==> src/design/utf8gc_pkg.sv <==
`default_nettype none
package utf8gc_pkg;

	localparam int CODE_BITS = 21;

	typedef logic [CODE_BITS-1:0] code_t;
	typedef logic [1:0]           pending_t;

	// Outcome of one byte through the UTF-8 decoder
	typedef struct packed {
		logic     code_valid;
		code_t    code;
		code_t    partial_next;
		pending_t pending_next;
	} dec_result_t;

	localparam code_t CP_ZWJ        = 21'h0200D;
	localparam code_t CP_RI_LO      = 21'h1F1E6;
	localparam code_t CP_RI_HI      = 21'h1F1FF;
	localparam code_t CP_SKIN_LO    = 21'h1F3FB;
	localparam code_t CP_SKIN_HI    = 21'h1F3FF;
	localparam code_t CP_VS_TEXT    = 21'h0FE0E;
	localparam code_t CP_VS_EMOJI   = 21'h0FE0F;
	localparam code_t CP_CM_LO      = 21'h00300;
	localparam code_t CP_CM_HI      = 21'h0036F;
	localparam code_t CP_CM_EXT_LO  = 21'h01AB0;
	localparam code_t CP_CM_EXT_HI  = 21'h01AFF;
	localparam code_t CP_CM_SUP_LO  = 21'h01DC0;
	localparam code_t CP_CM_SUP_HI  = 21'h01DFF;
	localparam code_t CP_CM_SYM_LO  = 21'h020D0;
	localparam code_t CP_CM_SYM_HI  = 21'h020FF;
	localparam code_t CP_CM_HALF_LO = 21'h0FE20;
	localparam code_t CP_CM_HALF_HI = 21'h0FE2F;

	function automatic logic is_regional(input code_t c);
		return (c >= CP_RI_LO) && (c <= CP_RI_HI);
	endfunction

	// Code points that always extend the current cluster
	function automatic logic joins_alone(input code_t c);
		return ((c >= CP_SKIN_LO) && (c <= CP_SKIN_HI)) ||
			(c == CP_VS_TEXT) || (c == CP_VS_EMOJI) ||
			((c >= CP_CM_LO) && (c <= CP_CM_HI)) ||
			((c >= CP_CM_EXT_LO) && (c <= CP_CM_EXT_HI)) ||
			((c >= CP_CM_SUP_LO) && (c <= CP_CM_SUP_HI)) ||
			((c >= CP_CM_SYM_LO) && (c <= CP_CM_SYM_HI)) ||
			((c >= CP_CM_HALF_LO) && (c <= CP_CM_HALF_HI));
	endfunction

endpackage
`default_nettype wire

==> src/design/utf8gc_decode.sv <==
`default_nettype none
module utf8gc_decode
	import utf8gc_pkg::*;
(
	input  wire logic [7:0]  data_byte,
	input  wire code_t       partial,
	input  wire pending_t    pending,
	output dec_result_t      dec
);

	code_t shifted;

	// Append six payload bits of a following byte
	assign shifted = {partial[CODE_BITS-7:0], data_byte[5:0]};

	always_comb begin
		dec.code_valid   = 1'b0;
		dec.code         = '0;
		dec.partial_next = partial;
		dec.pending_next = pending;
		if (pending != 2'd0) begin
			// Following byte: taken unchecked, lead bytes included
			dec.partial_next = shifted;
			dec.pending_next = pending - 2'd1;
			dec.code_valid   = (pending == 2'd1);
			dec.code         = shifted;
		end else begin
			case (data_byte) inside
				[8'h00:8'h7F]: begin
					dec.code_valid = 1'b1;
					dec.code       = {13'd0, data_byte};
				end
				[8'hC0:8'hDF]: begin
					dec.partial_next = {16'd0, data_byte[4:0]};
					dec.pending_next = 2'd1;
				end
				[8'hE0:8'hEF]: begin
					dec.partial_next = {17'd0, data_byte[3:0]};
					dec.pending_next = 2'd2;
				end
				[8'hF0:8'hF7]: begin
					dec.partial_next = {18'd0, data_byte[2:0]};
					dec.pending_next = 2'd3;
				end
				default: begin
					// Bad lead byte stands for code point zero
					dec.code_valid = 1'b1;
					dec.code       = '0;
				end
			endcase
		end
	end

endmodule
`default_nettype wire

==> src/design/utf8_grapheme_counter.sv <==
// Grapheme cluster counter over a UTF-8 byte stream.
// A count enters the result register when the last-flagged item leaves the input register.
// Throughput: one byte per cycle outside the input stall described below.
// Input stalls only while a last-flagged item waits behind a count that is not yet taken.
// Reset (arst_n low) clears the decoder, previous code point, count and all valid flags.
`default_nettype none
module utf8_grapheme_counter
	import utf8gc_pkg::*;
#(
	parameter int COUNT_BITS = 16
) (
	input  wire logic        clk,
	input  wire logic        arst_n,
	input  wire logic        in_valid,
	output logic             in_ready,
	input  wire logic [7:0]  data_byte,
	input  wire logic        end_of_string,
	output logic             out_valid,
	input  wire logic        out_ready,
	output logic [15:0]      cluster_count
);

	logic                  valid_s1;
	logic [7:0]            byte_s1;
	logic                  eos_s1;
	logic                  advance;

	code_t                 partial_q;
	pending_t              pending_q;
	code_t                 prev_q;
	logic [COUNT_BITS-1:0] count_q;
	logic                  out_valid_q;
	logic [15:0]           count_out_q;

	dec_result_t           dec;
	code_t                 prev_next;
	logic [COUNT_BITS-1:0] count_next;
	logic                  do_count;
	logic [31:0]           count_wide;

	// Hold a last-flagged item only while the result register is full and not being taken
	assign advance  = valid_s1 && (!eos_s1 || !out_valid_q || out_ready);
	assign in_ready = !valid_s1 || advance;

	// Input register
	always_ff @(posedge clk or negedge arst_n) begin
		if (!arst_n) begin
			valid_s1 <= 1'b0;
		end else if (in_ready) begin
			valid_s1 <= in_valid;
		end
	end

	always_ff @(posedge clk) begin
		if (in_ready && in_valid) begin
			byte_s1 <= data_byte;
			eos_s1  <= end_of_string;
		end
	end

	utf8gc_decode u_decode (
		.data_byte (byte_s1),
		.partial   (partial_q),
		.pending   (pending_q),
		.dec       (dec)
	);

	// Apply the cluster rules to a finished code point
	always_comb begin
		prev_next = prev_q;
		do_count  = 1'b0;
		if (dec.code_valid) begin
			prev_next = dec.code;
			if ((prev_q != '0) && (prev_q == CP_ZWJ)) begin
				do_count = 1'b0;
			end else if ((prev_q != '0) && is_regional(prev_q) && is_regional(dec.code)) begin
				prev_next = '0;
			end else if (!joins_alone(dec.code)) begin
				do_count = 1'b1;
			end
		end
	end

	// Saturating count
	assign count_next = (do_count && (count_q != '1)) ? count_q + 1'b1 : count_q;
	assign count_wide = 32'(count_next);

	// Advance decoder and rule state; clear it after the last byte
	always_ff @(posedge clk or negedge arst_n) begin
		if (!arst_n) begin
			partial_q <= '0;
			pending_q <= '0;
			prev_q    <= '0;
			count_q   <= '0;
		end else if (advance) begin
			if (eos_s1) begin
				partial_q <= '0;
				pending_q <= '0;
				prev_q    <= '0;
				count_q   <= '0;
			end else begin
				partial_q <= dec.partial_next;
				pending_q <= dec.pending_next;
				prev_q    <= prev_next;
				count_q   <= count_next;
			end
		end
	end

	// Result register
	always_ff @(posedge clk or negedge arst_n) begin
		if (!arst_n) begin
			out_valid_q <= 1'b0;
		end else if (advance && eos_s1) begin
			out_valid_q <= 1'b1;
		end else if (out_ready) begin
			out_valid_q <= 1'b0;
		end
	end

	always_ff @(posedge clk) begin
		if (advance && eos_s1) begin
			count_out_q <= count_wide[15:0];
		end
	end

	assign out_valid     = out_valid_q;
	assign cluster_count = count_out_q;

	// A new result appears only from a last-flagged item
	a_result_source: assert property (@(posedge clk) disable iff (!arst_n)
		$rose(out_valid_q) |-> $past(advance && eos_s1))
		else $error("result without a last-flagged item");

	// State is clear after the end of a string
	a_clear_after_end: assert property (@(posedge clk) disable iff (!arst_n)
		(advance && eos_s1) |=> (pending_q == '0 && prev_q == '0 && count_q == '0))
		else $error("state not cleared after end of string");

	// Only a blocked last-flagged item stalls the input register
	a_stall_cause: assert property (@(posedge clk) disable iff (!arst_n)
		(valid_s1 && !advance) |-> (eos_s1 && out_valid_q && !out_ready))
		else $error("input stalled without cause");

	// Within a string the count never falls
	a_count_monotonic: assert property (@(posedge clk) disable iff (!arst_n)
		(advance && !eos_s1) |=> (count_q >= $past(count_q)))
		else $error("cluster count decreased");

endmodule
`default_nettype wire

==> config.mk <==
export PLATFORM = sky130hd
export DESIGN_NAME = utf8_grapheme_counter
export DESIGN_NICKNAME = d
export VERILOG_FILES = /design/src/design/utf8gc_pkg.sv /design/src/design/utf8gc_decode.sv /design/src/design/utf8_grapheme_counter.sv
export SDC_FILE = /design/constraint.sdc
export NUM_CORES = 1
export LEC_CHECK = 0
export BUFFER_PORTS_ARGS = -buffer_cell sky130_fd_sc_hd__buf_2
export CORE_MARGIN = 5
export CORE_UTILIZATION = 67
export CTS_BUF_LIST = sky130_fd_sc_hd__clkbuf_4 sky130_fd_sc_hd__clkbuf_8
export CTS_CLUSTER_DIAMETER = 120
export DETAILED_ROUTE_END_ITERATION = 7
export PLACE_DENSITY = 0.85
export SYNTH_ARGS = -nofsm -noshare
export SYNTH_HDL_FRONTEND = slang
export SYNTH_SLANG_ARGS = --single-unit
==> constraint.sdc <==
create_clock -name clk -period 6.3 [get_ports clk]
set_input_delay 0.63 -clock clk [delete_from_list [all_inputs] [get_ports clk]]
set_output_delay 0.63 -clock clk [all_outputs]
set_load 0.005 [all_outputs]
### Word-level counts from Yosys, hierarchy flattened

Cells that the tools add are included.

* add/subtract/negate cells: 2
* $lt $le $gt $ge: 24
* equality and inequality tests: 6
* muxes and demuxes: 23
* reductions and logical operators: 39

Operators by type and width (count)
* 23-bit 2-to-1 mux: 4
* 22-bit 2-to-1 mux: 4
* 21-bit 2-to-1 mux: 4
* 21-bit by 17-bit >= comparator with 1-bit output (second input constant): 3
* 21-bit by 17-bit <= comparator with 1-bit output (second input constant): 3
* 45-bit 2-to-1 mux: 1
* 21-bit by 16-bit == test with 1-bit output (second input constant): 2
* 21-bit by 13-bit >= comparator with 1-bit output (second input constant): 2
* 21-bit by 13-bit <= comparator with 1-bit output (second input constant): 2
* 16-bit 2-to-1 mux: 2
* 8-bit >= comparator (second input constant): 3
* 8-bit <= comparator (second input constant): 3
* 21-bit by 14-bit == test with 1-bit output (second input constant): 1
* 21-bit by 10-bit >= comparator with 1-bit output (second input constant): 1
* 21-bit by 14-bit >= comparator with 1-bit output (second input constant): 1
* 21-bit by 16-bit >= comparator with 1-bit output (second input constant): 1
* 21-bit by 10-bit <= comparator with 1-bit output (second input constant): 1
* 21-bit by 14-bit <= comparator with 1-bit output (second input constant): 1
* 21-bit by 16-bit <= comparator with 1-bit output (second input constant): 1
* 21-bit nonzero test: 1
* 1-bit logical AND: 19
* 16-bit by 1-bit adder with 16-bit output (second input constant): 1
* 16-bit != test (second input constant): 1
* 15-bit 2-to-1 mux: 1
* 13 further kinds: 31

* bits in registers: 81
* input bits: 13
* output and inout port bits: 18
* word-level logic and storage cells: 103

### Longest topological paths before layout

Gate-level depths: netlist of the first run.

* depth after elaboration: 23
* mapped depth: 12
* gate-level depth less buffers: 8

### Cells and area by module

A second synthesis of the first run with hierarchy kept.

* cell total of the unflattened synthesis: 432
* area total of the unflattened synthesis: 4475.5 um2

By module, submodules not included
* utf8_grapheme_counter: instances 1, cells each 366, area each 4005.1 um2, seq. area each 2302.2 um2
* utf8gc_decode: instances 1, cells each 66, area each 470.5 um2, seq. area each 0.0 um2

### Least setup slack after synthesis of the first run

No wires, ideal clock.

* kind: flip-flop to flip-flop
* start point: register partial_q[14]
* end point: register count_out_q[1], in the netlist cluster_count[1], data pin
* setup time: 0.262 ns
* data arrival time: 2.672 ns
* required time: 6.038 ns
* setup slack: 3.365 ns
* stages on the path, launching flop included: 11
* path buffers: 3
* period minus slack after synthesis: 2.935 ns
* cell sequence: dfrtp_1 -> or4_1 -> buf_2 -> or4_1 -> o22ai_1 -> a2bb2oi_1 -> and4_4 -> nand2_2 -> buf_6 -> buf_2 -> mux2_1

* longest elaborated chain between the ends: 16
* elaborated cells on any way between the ends: 38
* those cells by class: 14 x order compare; 2 x eq/ne; 6 x mux; 16 x reduce/logical

Ends and longest elaborated chain
* start, declared: line utf8_grapheme_counter.sv:28 `code_t partial_q;`
* start signal, assigned: line utf8_grapheme_counter.sv:102 `partial_q <= dec.partial_next;`
* 45-bit 2-to-1 mux *: line utf8gc_decode.sv:21 `if (pending != 2'd0) begin`
* 21-bit by 17-bit >= comparator with 1-bit output or 21-bit by 17-bit <= comparator with 1-bit output (tied branches): line utf8gc_pkg.sv:41 `return ((c >= CP_SKIN_LO) && (c <= CP_SKIN_HI)) ||`
* 1-bit logical AND: line utf8gc_pkg.sv:41
* 1-bit logical OR: line utf8gc_pkg.sv:41
* 1-bit logical OR (2 in series): line utf8gc_pkg.sv:42 `(c == CP_VS_TEXT) || (c == CP_VS_EMOJI) ||`
* 1-bit logical OR: line utf8gc_pkg.sv:43 `((c >= CP_CM_LO) && (c <= CP_CM_HI)) ||`
* 1-bit logical OR: line utf8gc_pkg.sv:44 `((c >= CP_CM_EXT_LO) && (c <= CP_CM_EXT_HI)) ||`
* 1-bit logical OR: line utf8gc_pkg.sv:45 `((c >= CP_CM_SUP_LO) && (c <= CP_CM_SUP_HI)) ||`
* 1-bit logical OR: line utf8gc_pkg.sv:46 `((c >= CP_CM_SYM_LO) && (c <= CP_CM_SYM_HI)) ||`
* 1-bit 2-to-1 mux: line utf8_grapheme_counter.sv:78 `end else if (!joins_alone(dec.code)) begin`
* 1-bit 2-to-1 mux *: line utf8_grapheme_counter.sv:76 `end else if ((prev_q != '0) && is_regional(prev_q) && is_regional(dec.code)) begin`
* 1-bit 2-to-1 mux *: line utf8_grapheme_counter.sv:74 `if ((prev_q != '0) && (prev_q == CP_ZWJ)) begin`
* 1-bit 2-to-1 mux *: line utf8_grapheme_counter.sv:72 `if (dec.code_valid) begin`
* 1-bit logical AND *: line utf8_grapheme_counter.sv:85 `assign count_next = (do_count && (count_q != '1)) ? count_q + 1'b1 : count_q;`
* 16-bit 2-to-1 mux *: line utf8_grapheme_counter.sv:85
* named net count_next[1]: line utf8_grapheme_counter.sv:37 `logic [COUNT_BITS-1:0] count_next;`
* end signal, assigned: line utf8_grapheme_counter.sv:123 `count_out_q <= count_wide[15:0];`
* end, declared: line utf8_grapheme_counter.sv:33 `logic [15:0] count_out_q;`

The timed path passes the listed nets; every way through them passes the cells marked *.
A chain may end at the register's enable or synchronous reset.

### Worst setup path in the final report of the first run

* start point: register partial_q[14]
* end point: register count_q[7]

* longest elaborated chain between the ends: 17
* elaborated cells on any way between the ends: 39
* those cells by class: 14 x order compare; 2 x eq/ne; 7 x mux; 16 x reduce/logical

Ends and longest elaborated chain
* 45-bit 2-to-1 mux *: line utf8gc_decode.sv:21
* 21-bit by 17-bit >= comparator with 1-bit output or 21-bit by 17-bit <= comparator with 1-bit output (tied branches): line utf8gc_pkg.sv:41
* 1-bit logical AND: line utf8gc_pkg.sv:41
* 1-bit logical OR: line utf8gc_pkg.sv:41
* 1-bit logical OR (2 in series): line utf8gc_pkg.sv:42
* 1-bit logical OR: line utf8gc_pkg.sv:43
* 1-bit logical OR: line utf8gc_pkg.sv:44
* 1-bit logical OR: line utf8gc_pkg.sv:45
* 1-bit logical OR: line utf8gc_pkg.sv:46
* 1-bit 2-to-1 mux: line utf8_grapheme_counter.sv:78
* 1-bit 2-to-1 mux *: line utf8_grapheme_counter.sv:76
* 1-bit 2-to-1 mux *: line utf8_grapheme_counter.sv:74
* 1-bit 2-to-1 mux *: line utf8_grapheme_counter.sv:72
* 1-bit logical AND *: line utf8_grapheme_counter.sv:85
* 16-bit 2-to-1 mux *: line utf8_grapheme_counter.sv:85
* 16-bit 2-to-1 mux *: line utf8_grapheme_counter.sv:96 `if (eos_s1) begin`
* end signal, assigned: line utf8_grapheme_counter.sv:105 `count_q <= count_next;`
* end, declared: line utf8_grapheme_counter.sv:31 `logic [COUNT_BITS-1:0] count_q;`

Every way passes the cells marked *; elsewhere a longest branch is shown, timed or not.

==> impl_summary.log, run 1 <==
INFO  metric cts_resized = 0
INFO  metric synth_top_area_cell = sky130_fd_sc_hd__dfrtp_1
INFO  metric antenna-diode-count = 0
INFO  metric setup.worst_path.end_class = flop
INFO  metric detailroute.wirelength.met2 = around 4.4 mm
INFO  metric cp_max_fanout = 30
INFO  metric period_minus_slack = approximately 3200 ps
INFO  metric rsz0062_at_grt = no
INFO  metric final_layout_size_suffix_gt1_share = roughly 15%
INFO  metric postSynthNetCount = between 400 and 500
INFO  metric postSynth.asyncResetShare = a little under 70%
INFO  metric report.final.hold_viol_count = 0
INFO  metric synth_cells = between 300 and 400
INFO  metric route.met3.wl = ~840 um
INFO  metric detailedRoute.firstIterationViolations = between 300 and 400
INFO  metric clock_path_buffers = 2
INFO  metric drc = 0
INFO  metric yosysSeqAreaShare = a little over half
INFO  metric numCtsBuffers = 9
INFO  metric ir_drop_worst_vdd = 0.214 mV
INFO  metric vias_per_cell = ~6.9
INFO  metric setup_tns = 0 ps
INFO  metric classification_of_the_worst_setup_path = reg2reg
INFO  metric relSlewSlack = between 40% and 50%
INFO  metric placementRows = 28
INFO  metric design.final.nets = 421
INFO  metric clk_root_buffer_cell = sky130_fd_sc_hd__clkbuf_8
INFO  metric finalCritPeriodShare = between 50% and 60%
INFO  metric status = finished clean
INFO  metric ioPinCount = 31
INFO  metric synth.area.top_cells = sky130_fd_sc_hd__dfrtp_1 (34%), sky130_fd_sc_hd__edfxtp_1 (18%), sky130_fd_sc_hd__a22o_1 (5.8%), sky130_fd_sc_hd__nand2_1 (2.9%), sky130_fd_sc_hd__nand3_1 (2.2%)
INFO  metric grt_max_degree = between 50 and 60
INFO  metric detailedRoute.firstPassIterationCount = 5
INFO  metric first_global_vias = ~3200
INFO  metric ctsHoldBuffers = 0
INFO  metric ys_top_cells_by_count = sky130_fd_sc_hd__dfrtp_1 (56), sky130_fd_sc_hd__nand2_1 (32), sky130_fd_sc_hd__a22o_1 (27)
INFO  metric hpwl_reported_at_the_end_of_detailed_placement = 6.35 mm
INFO  metric synth_top_area_share = roughly 34%
INFO  metric post-synth-top-count-cell = sky130_fd_sc_hd__dfrtp_1
INFO  metric wl_per_cell = just under 20 um
INFO  metric worst_skew_pair.late_latency = between 300 and 400 ps
INFO  metric groute.usage.overall = between 20% and 30%
INFO  metric cts_sinks = 81
INFO  metric post_cts_setup_buffer_count = 0
INFO  metric fmax = 308 MHz
INFO  metric worst_ep_required_time = around 6600 ps
INFO  metric ys_seq_elements = between 80 and 90
INFO  metric clkSlewWorstSetupHoldPaths = 80 ps
INFO  metric top_signal_layer_used = met4
INFO  metric core_area = 5960 um^2
INFO  metric buffer_ports.inserted = 30
INFO  metric hold_class = in2async
INFO  metric critPathLaunchType = flop
INFO  metric routed-via-count = roughly 3400
INFO  metric fp.dieH = between 80 and 90 um
INFO  metric setup-violations-final = 0
INFO  metric tightest_slew = 750 ps
INFO  metric met1_length = between 4 and 5 mm
INFO  metric cts-htree-levels = 3
INFO  metric finalPower = 1.24 mW
INFO  metric globalRouteOverflowTotal = 0
INFO  metric die_w = 88.3 um
INFO  metric grt_first_pass_wirelength = 15.9 mm
INFO  metric start_util = approximately 69%
INFO  metric yosysUniqueCellTypes = 62
INFO  metric cts_tree = yes
INFO  metric number_of_enable_flip_flop_cells_after_synthesis = 25
INFO  metric synth-warning-count = 0
INFO  metric synth-main-ff-cell = sky130_fd_sc_hd__dfrtp_1
INFO  metric floorplan.die_area = between 7000 and 8000 um^2
INFO  metric finalWirelength = around 9.6 mm
INFO  metric antenna_violations_before_repair = 0
INFO  metric areaGrowthSynthToFinish = 8.47%
INFO  metric post_synthesis_area_per_instance = 10.4 um^2
INFO  metric clock-skew-final = ~16 ps
INFO  metric leakagePower = 1.87 nW
INFO  metric timing.final.max_slew_violations = 0
INFO  metric max-cap-violations = 0
INFO  metric power.density_cell_area = between 200 and 300 nW/um^2
INFO  metric gpl_congestion = roughly 0.95
INFO  metric netlist_area = 4110 um^2
INFO  metric postRouteAntennaNets = 0
INFO  metric cp.arrival = 3500 ps
sequential cells by signal (all words and copies together), names as in the netlist:
register / flops
prev_q: 21
cluster_count: 16
count_q: 16
partial_q: 15
byte_s1: 8
pending_q: 2
eos_s1: 1
out_valid: 1
valid_s1: 1
final cells by class:
cell class                 count  area, um^2
sequential                    81        2150
multi-input combinational    273        1800
fill                         418        1500
timing repair buffer          34         180
clock buffer                  13         160
tap                           75        93.8
clock inverter                 3        41.3
inverter                       8        30.0
cell families after synthesis:
| logic type | after synthesis | synth area share [%] |
|---|---|---|
| and+or+nand+nor | 156 | 20.9 |
| muxes | 3 | 0.792 |
| AOI/OAI and AO/OA | 98 | 18.5 |
| adders and majority gates | 1 | 0.305 |
| DFF | 81 | 52.4 |
| buffers and inverters | 39 | 3.84 |
| xor gates and xnor gates | 15 | 3.20 |
critical path, cell delays in order (launching register included):
cell and delay, ps:
sky130_fd_sc_hd__dfrtp_1 400, sky130_fd_sc_hd__or4_1 670, sky130_fd_sc_hd__or4_1 480, sky130_fd_sc_hd__a211o_1 260, sky130_fd_sc_hd__o211ai_2 60, sky130_fd_sc_hd__and4_4 250, sky130_fd_sc_hd__nand2_2 320, sky130_fd_sc_hd__or4_1 600
sky130_fd_sc_hd__o311ai_1 100
layer usage:
metal  track usage, %  up-vias
li1                 -     1546
met1             36.9     1622
met2             41.7      186
met3             7.17       18
met4             10.7        0
met5                0        -
worst paths after layout:
path / from / endpoint / slack [ps] / depth (start not counted)
hold / removal: arst_n / prev_q[11] / 400 / 2
max in group asynchronous: arst_n / count_q[1] / 5430 / 2
setup / recovery: partial_q[14] / count_q[7] / 3060 / 8
min in group clk: data_byte[7] / byte_s1[7] / 430 / 1
hold reg to reg: prev_q[9] / prev_q[9] / 500 / 2
setup reg to reg: partial_q[14] / count_q[7] / 3060 / 8
power by group:
group | internal, mW | switching (mW)
Combinational | 0.0787 | 0.124
Sequential | 0.591 | 0.0611
Clock | 0.206 | 0.183
through the flow:
| stage | instances | area [um^2] | utilization, % | hold slack, ps | setup WS, ps |
|---|---|---|---|---|---|
| after floorplan | 393 | 4110 | - | 334 | 3370 |
| after global placement | 471 | 4250 | 71.4 | 485 | 3140 |
| after detailed placement | 471 | 4250 | 71.4 | 488 | 3080 |
| after CTS | 487 | 4450 | 74.8 | 423 | 3060 |
| after global routing | 487 | 4450 | 74.8 | 423 | 2890 |
| final | 487 | 4450 | 74.8 | 400 | 3060 |
layout by cell type (no fill, tap or decap), types with 10 or more instances in the layout:
cell type,count
sky130_fd_sc_hd__or4_1,10
sky130_fd_sc_hd__a22o_1,27
sky130_fd_sc_hd__o21ai_0,16
sky130_fd_sc_hd__nand4_1,11
sky130_fd_sc_hd__edfxtp_1,25
sky130_fd_sc_hd__clkbuf_8,10
sky130_fd_sc_hd__buf_2,30
sky130_fd_sc_hd__dfrtp_1,56
sky130_fd_sc_hd__nand3_1,18
sky130_fd_sc_hd__nor2_1,22
sky130_fd_sc_hd__nand2_1,32
sky130_fd_sc_hd__nor3_1,17
No activity file was read; power rests on OpenSTA's default activity.
==> run 2: changes to the inputs <==
--- a/config.mk
+++ b/config.mk
@@ -7,11 +7,11 @@
 export LEC_CHECK = 0
 export BUFFER_PORTS_ARGS = -buffer_cell sky130_fd_sc_hd__buf_2
 export CORE_MARGIN = 5
-export CORE_UTILIZATION = 67
+export CORE_UTILIZATION = 62
 export CTS_BUF_LIST = sky130_fd_sc_hd__clkbuf_4 sky130_fd_sc_hd__clkbuf_8
 export CTS_CLUSTER_DIAMETER = 120
 export DETAILED_ROUTE_END_ITERATION = 7
-export PLACE_DENSITY = 0.85
+export PLACE_DENSITY = 0.79
 export SYNTH_ARGS = -nofsm -noshare
 export SYNTH_HDL_FRONTEND = slang
 export SYNTH_SLANG_ARGS = --single-unit
==> constraint.sdc (replaced) <==
create_clock -name clk -period 3.25 [get_ports clk]
set_input_delay 0.325 -clock clk [delete_from_list [all_inputs] [get_ports clk]]
set_output_delay 0.325 -clock clk [all_outputs]
set_load 0.005 [all_outputs]
==> run 2 against run 1 <==
Non-clock buffer count grew 14; flip-flop and latch count is the same; utilization shrank 3.1 points; via count shrank 0.71%; sequential power grew 90%; largest power group unchanged.
==> impl_summary.log, run 2 (synthesized netlist as in run 1, its figures left out) <==
INFO  metric areaGrowthSynthToFinish = 11.5%
INFO  metric power.combinational.fraction = 18.1% (+1.8 points)
INFO  metric final_cells = 503 (+3.3%)
INFO  metric clk_root_buffer_cell = sky130_fd_sc_hd__clkbuf_8
INFO  metric cellInternalPower = 1.74 mW (+98%)
INFO  metric ioPinCount = 31 (unchanged)
INFO  metric buffer_ports.inserted = 30 (unchanged)
INFO  metric seqPwrFrac = 50.9% (-1.5 points)
INFO  metric timing.final.ws_setup = 237 ps (-2820 ps)
INFO  metric die_w = 91.4 um (+3.5%)
INFO  metric final_layout_size_suffix_gt1_share = 17.6% (+3.0 points)
INFO  metric hpwl_reported_at_the_end_of_detailed_placement = 6.48 mm (+2.0%)
INFO  metric fmax = 332 MHz (+7.6%)
INFO  metric max-cap-violations = 0 (unchanged)
INFO  metric ir_drop_worst_vdd = 0.384 mV (+79%)
INFO  metric clock_path_buffers = 2 (unchanged)
INFO  metric power_switching = 698 uW (+90%)
INFO  metric worstPathCellList = or4_1, or4_1, a211o_1, o211ai_2, and4_4, nand2_2, buf_12, o311a_1, a221o_1
INFO  metric timing.final.max_slew_violations = 0 (unchanged)
INFO  metric wl_per_cell = 18.5 um (-5.6%)
INFO  metric vias_per_cell = 6.66 (-3.9%)
INFO  metric cp.arrival = 3250 ps (-250 ps)
INFO  metric power.share.clock = 31.0% (-0.3 points)
INFO  metric setup_tns = 0 ps (unchanged)
INFO  metric rsz0062_at_grt = no
INFO  metric cts_tree = yes
INFO  metric worst_skew_pair.late_latency = 350 ps (-20 ps)
INFO  metric clock-skew-final = 11.9 ps (-4.19 ps)
INFO  metric met1_length = 4.25 mm (+3.3%)
INFO  metric path_buf_inv = 1 (+1)
INFO  metric detailed_place.area = 4370 um^2 (+2.8%)
INFO  metric top_signal_layer_used = met4
INFO  metric finalPower = 2.43 mW (+96%)
INFO  metric status = finished clean
INFO  metric start_util = 64.3% (-4.6 points)
INFO  metric power.switching_fraction = 28.7% (-0.90 points)
INFO  metric largest_register_ffs = 21 (unchanged)
INFO  metric dp_cells = 487 (+3.4%)
INFO  metric slowest_stage = sky130_fd_sc_hd__or4_1
INFO  metric regMostFlops = prev_q
INFO  metric design.final.nets = 435 (+3.3%)
INFO  metric cpMostUsedCell = sky130_fd_sc_hd__or4_1
INFO  metric leakagePower = 1.96 nW (+4.4%)
INFO  metric final_cell_area = 4580 um^2 (+2.8%)
INFO  metric power.density_cell_area = 532 nW/um^2 (+90%)
INFO  metric detailedRoute.firstPassIterationCount = 5 (unchanged)
INFO  metric critPathLaunchType = flop
INFO  metric detailedRoute.firstIterationViolations = 312 (-19%)
INFO  metric setup-violations-final = 0 (unchanged)
INFO  metric ctsHoldBuffers = 0 (unchanged)
INFO  metric cts_sinks = 81 (unchanged)
INFO  metric max_stage_delay = 670 ps (about the same)
INFO  metric numCtsBuffers = 9 (unchanged)
INFO  metric antenna_violations_before_repair = 0 (unchanged)
INFO  metric gpl_congestion = 0.935 (-1.4%)
INFO  metric cts-htree-levels = 3 (unchanged)
INFO  metric mostFrequentLayoutCell = sky130_fd_sc_hd__dfrtp_1
INFO  metric drc = 0 (unchanged)
INFO  metric tightest_slew = 867 ps (+117 ps)
INFO  metric cp_max_fanout = 30 (unchanged)
INFO  metric fp.dieH = 91.4 um (+3.5%)
INFO  metric core_area = 6390 um^2 (+7.2%)
INFO  metric hold_class = in2async
INFO  metric floorplan.die_area = 8350 um^2 (+7.1%)
INFO  metric postRouteAntennaNets = 0 (unchanged)
INFO  metric first_global_vias = 3210 (+1.2%)
INFO  metric finalWirelength = 9.33 mm (-2.5%)
INFO  metric relSlewSlack = 42.2% (-7.6 points)
INFO  metric layout.cells.most_common_list = sky130_fd_sc_hd__dfrtp_1 (56), sky130_fd_sc_hd__nand2_1 (32), sky130_fd_sc_hd__buf_2 (30), sky130_fd_sc_hd__a22o_1 (27), sky130_fd_sc_hd__edfxtp_1 (25)
INFO  metric routed-via-count = 3348 (-0.71%)
INFO  metric route.met3.wl = 642 um (-23%)
INFO  metric placementRows = 29 (+3.6%)
INFO  metric classification_of_the_worst_setup_path = reg2reg
INFO  metric groute.usage.overall = 23.8% (-3.2 points)
INFO  metric detailroute.wirelength.met2 = 4.26 mm (-3.8%)
INFO  metric globalRouteOverflowTotal = 0 (unchanged)
INFO  metric antenna-diode-count = 0 (unchanged)
INFO  metric finalCritPeriodShare = 92.7% (+41 points)
INFO  metric period_minus_slack = 3010 ps (-230 ps)
INFO  metric cts_resized = 0 (unchanged)
INFO  metric setup.worst_path.end_class = flop
INFO  metric grt_first_pass_wirelength = 16.1 mm (+1.2%)
INFO  metric fin_worst_hold_slack = 86.7 ps (-313 ps)
INFO  metric final_core_utilization = 71.7% (-3.1 points)
INFO  metric clkSlewWorstSetupHoldPaths = 80 ps (about the same)
INFO  metric grt_max_degree = 39 (-32%)
INFO  metric report.final.hold_viol_count = 0 (unchanged)
INFO  metric dp_worst_setup_slack = 240 ps (-2840 ps)
INFO  metric kind_of_cell_with_the_highest_combined_delay_on_the_critical_path = simple AND/OR/NAND/NOR gates
INFO  metric worst_ep_required_time = 3490 ps (-3070 ps)
INFO  metric post_cts_setup_buffer_count = 0 (unchanged)
-- run 2: power by group through the flow --
stage	combinational (mW)	sequential (mW)	clock, mW
global route	0.492	1.25	0.821
detailed placement	0.434	1.25	0
finish	0.440	1.24	0.755
CTS	0.438	1.24	0.767
global placement	0.427	1.25	0
floorplan	0.327	1.22	0
-- run 2: final timing paths --
kind | startpoint | end | slack, ps | cells after the start
min in group clk | data_byte[0] | byte_s1[0] | 140 | 1
setup / recovery | partial_q[14] | count_q[11] | 240 | 9
max in group asynchronous | arst_n | partial_q[2] | 2370 | 2
hold / removal | arst_n | prev_q[11] | 90 | 1
setup reg to reg | partial_q[14] | count_q[11] | 240 | 9
hold reg to reg | prev_q[9] | prev_q[9] | 500 | 2
-- run 2: layout make-up --
| class | count | area [um^2] |
|---|---|---|
| tap | 77 | 96.3 |
| clock buffer | 14 | 168 |
| inverter | 8 | 30.0 |
| multi-input combinational | 273 | 1800 |
| sequential | 81 | 2150 |
| clock inverter | 2 | 38.8 |
| timing repair buffer | 48 | 298 |
| fill | 459 | 1810 |
-- run 2: layer usage --
layer	global-route usage (%)	vias to the layer above
li1	-	1569
met1	34.4	1610
met2	34.7	150
met3	6.03	19
met4	8.92	0
met5	0	-
==> run 3: changes to the inputs <==
--- a/config.mk
+++ b/config.mk
@@ -7,11 +7,12 @@
 export LEC_CHECK = 0
 export BUFFER_PORTS_ARGS = -buffer_cell sky130_fd_sc_hd__buf_2
 export CORE_MARGIN = 5
-export CORE_UTILIZATION = 62
+export CORE_UTILIZATION = 50
 export CTS_BUF_LIST = sky130_fd_sc_hd__clkbuf_4 sky130_fd_sc_hd__clkbuf_8
 export CTS_CLUSTER_DIAMETER = 120
 export DETAILED_ROUTE_END_ITERATION = 7
-export PLACE_DENSITY = 0.79
+export PLACE_DENSITY = 0.65
+export SETUP_SLACK_MARGIN = 0.02
 export SYNTH_ARGS = -nofsm -noshare
 export SYNTH_HDL_FRONTEND = slang
 export SYNTH_SLANG_ARGS = --single-unit
==> run 3 against run 2 <==
Cell area is 0.38% higher; critical path type unchanged; non-clock buffer count rose by 1; combinational power hardly changed; clock power shrank 9.9%; critical path depth is the same; largest power group unchanged; critical endpoint is now count_q[5]; flip-flop and latch count stayed put.
==> impl_summary.log, run 3 (synthesized netlist as in run 1, its figures left out) <==
INFO  metric status = finished clean
INFO  metric cts-htree-levels = 3 (unchanged)
INFO  metric cts_tree = yes
INFO  metric detailedRoute.firstPassIterationCount = 5 (unchanged)
INFO  metric finalWirelength = 9.87 mm (+5.9%)
INFO  metric max_stage_delay = 680 ps (about the same)
INFO  metric finalPower = 2.37 mW (-2.8%)
INFO  metric drc = 0 (unchanged)
INFO  metric path_buf_inv = 1 (unchanged)
INFO  metric leakagePower = 1.94 nW (-0.78%)
INFO  metric cp.arrival = 3280 ps (+30 ps)
INFO  metric antenna-diode-count = 0 (unchanged)
INFO  metric die_w = 101 um (+10%)
INFO  metric globalRouteOverflowTotal = 0 (unchanged)
INFO  metric floorplan.die_area = 10100 um^2 (+21%)
INFO  metric fin_worst_hold_slack = 24.5 ps (-62.2 ps)
INFO  metric cp_max_fanout = 30 (unchanged)
INFO  metric clock-skew-final = 13.8 ps (+1.89 ps)
INFO  metric period_minus_slack = 3040 ps (+28.1 ps)
INFO  metric start_util = 50.7% (-14 points)
INFO  metric gr-usage-met3 = 4.71% (-1.3 points)
INFO  metric grt_use_met1 = 31.0% (-3.4 points)
INFO  metric numCtsBuffers = 9 (unchanged)
INFO  metric setup_tns = 0 ps (unchanged)
INFO  metric placementRows = 33 (+14%)
INFO  metric wl_per_cell = 18.6 um (about the same)
INFO  metric setup-violations-final = 0 (unchanged)
INFO  metric ctsHoldBuffers = 0 (unchanged)
INFO  metric grt_most_used_layer = met1
INFO  metric classification_of_the_worst_setup_path = reg2reg
INFO  metric grt_max_degree = 33 (-15%)
INFO  metric kind_of_cell_with_the_highest_combined_delay_on_the_critical_path = simple AND/OR/NAND/NOR gates
INFO  metric worst_ep_required_time = 3490 ps (about the same)
INFO  metric tightest_slew = 749 ps (-118 ps)
INFO  metric largest_register_ffs = 21 (unchanged)
INFO  metric postRouteAntennaNets = 0 (unchanged)
INFO  metric clk_root_buffer_cell = sky130_fd_sc_hd__clkbuf_8
INFO  metric clock_path_buffers = 2 (unchanged)
INFO  metric regMostFlops = prev_q
INFO  metric slowest_stage = sky130_fd_sc_hd__or4_1
INFO  metric design.final.nets = 436 (+0.23%)
INFO  metric report.final.hold_viol_count = 0 (unchanged)
INFO  metric post_cts_setup_buffer_count = 0 (unchanged)
INFO  metric dp_cells = 516 (+6.0%)
INFO  metric gpl_congestion = 0.970 (+3.8%)
INFO  metric fp.dieH = 101 um (+10%)
INFO  metric groute.usage.overall = 20.8% (-3.0 points)
INFO  metric layout.cells.most_common_list = sky130_fd_sc_hd__dfrtp_1 (56), sky130_fd_sc_hd__nand2_1 (32), sky130_fd_sc_hd__buf_2 (30), sky130_fd_sc_hd__a22o_1 (27), sky130_fd_sc_hd__edfxtp_1 (25)
INFO  metric mostFrequentLayoutCell = sky130_fd_sc_hd__dfrtp_1
INFO  metric use_met2 = 30.0% (-4.7 points)
INFO  metric clkSlewWorstSetupHoldPaths = 80 ps (about the same)
INFO  metric finalCritPeriodShare = 93.6% (+0.87 points)
INFO  metric final_layout_size_suffix_gt1_share = 17.8% (+0.19 points)
INFO  metric max-cap-violations = 0 (unchanged)
INFO  metric power.density_cell_area = 515 nW/um^2 (-3.1%)
INFO  metric detailedRoute.firstIterationViolations = 230 (-26%)
INFO  metric final_cells = 532 (+5.8%)
INFO  metric cts_resized = 0 (unchanged)
INFO  metric areaGrowthSynthToFinish = 11.9%
INFO  metric worstPathCellList = or4_1, or4_1, a211o_1, o211ai_2, and4_4, nand2_2, buf_12, o311a_1, a211o_1
INFO  metric first_global_vias = 3283 (+2.3%)
INFO  metric cts_sinks = 81 (unchanged)
INFO  metric core_area = 8090 um^2 (+27%)
INFO  metric relSlewSlack = 49.9% (+7.7 points)
INFO  metric fmax = 329 MHz (-0.93%)
INFO  metric timing.final.max_slew_violations = 0 (unchanged)
INFO  metric hpwl_reported_at_the_end_of_detailed_placement = 6.67 mm (+3.0%)
INFO  metric ioPinCount = 31 (unchanged)
INFO  metric rsz0062_at_grt = no
INFO  metric vias_per_cell = 6.27 (-5.8%)
INFO  metric setup.worst_path.end_class = flop
INFO  metric fillerInstances = 738 (+61%)
INFO  metric routed-via-count = 3337 (-0.33%)
INFO  metric buffer_ports.inserted = 30 (unchanged)
INFO  metric ir_drop_worst_vdd = 0.300 mV (-22%)
INFO  metric grt_first_pass_wirelength = 16.7 mm (+3.3%)
INFO  metric regArea = 2150 um^2 (unchanged)
INFO  metric multi_input_area = 1800 um^2 (unchanged)
INFO  metric hold_class = in2async
INFO  metric worst_skew_pair.late_latency = 350 ps (about the same)
INFO  metric antenna_violations_before_repair = 0 (unchanged)
INFO  metric critPathLaunchType = flop
run 3: area by class of cell:
type                    count  share of cell area, %
clock buffers              12                   3.32
clock inverters             4                  0.626
inverters                   8                  0.653
multi-input cells         273                   39.1
flip-flops and latches     81                   46.8
well taps                 105                   2.86
repair buffers             49                   6.64
run 3: routing by layer:
| metal | vias to the layer above | share of wire (%) |
|---|---|---|
| li1 | 1568 | - |
| met1 | 1635 | 48 |
| met5 | - | 0 |
| met4 | 0 | 1.9 |
| met2 | 114 | 45 |
| met3 | 20 | 5.4 |
run 3: worst register-to-register path, cell delays in order, from the launching register on:
cell and delay [ps]:
sky130_fd_sc_hd__dfrtp_1 400, sky130_fd_sc_hd__or4_1 680, sky130_fd_sc_hd__or4_1 480, sky130_fd_sc_hd__a211o_1 250
sky130_fd_sc_hd__o211ai_2 60, sky130_fd_sc_hd__and4_4 250, sky130_fd_sc_hd__nand2_2 70, sky130_fd_sc_hd__buf_12 180
sky130_fd_sc_hd__o311a_1 300, sky130_fd_sc_hd__a211o_1 270
run 3: worst paths after layout:
path                       cells after the start  slack (ps)           from      endpoint
min                                            1          20         arst_n    prev_q[11]
min in group clk                               1         140   data_byte[5]    byte_s1[5]
max reg2reg                                    9         210  partial_q[14]    count_q[5]
min reg2reg                                    2         500      prev_q[9]     prev_q[9]
max                                            9         210  partial_q[14]    count_q[5]
max in group asynchronous                      2        2520         arst_n  partial_q[4]
run 3: metrics by stage:
stage               setup WS, ps  cell area (um^2)  utilization (%)
finish                       209              4600             56.8
global route                82.8              4600             56.8
CTS                          219              4600             56.8
detailed placement           230              4410             54.5
global placement             299              4410             54.5
floorplan                    315              4110                -
run 3: where the power goes:
group          internal, mW  total, mW  switching (mW)
Sequential             1.15       1.25           0.100
Combinational         0.181      0.442           0.262
Clock                 0.316      0.680           0.364
Total                  1.64       2.37           0.726
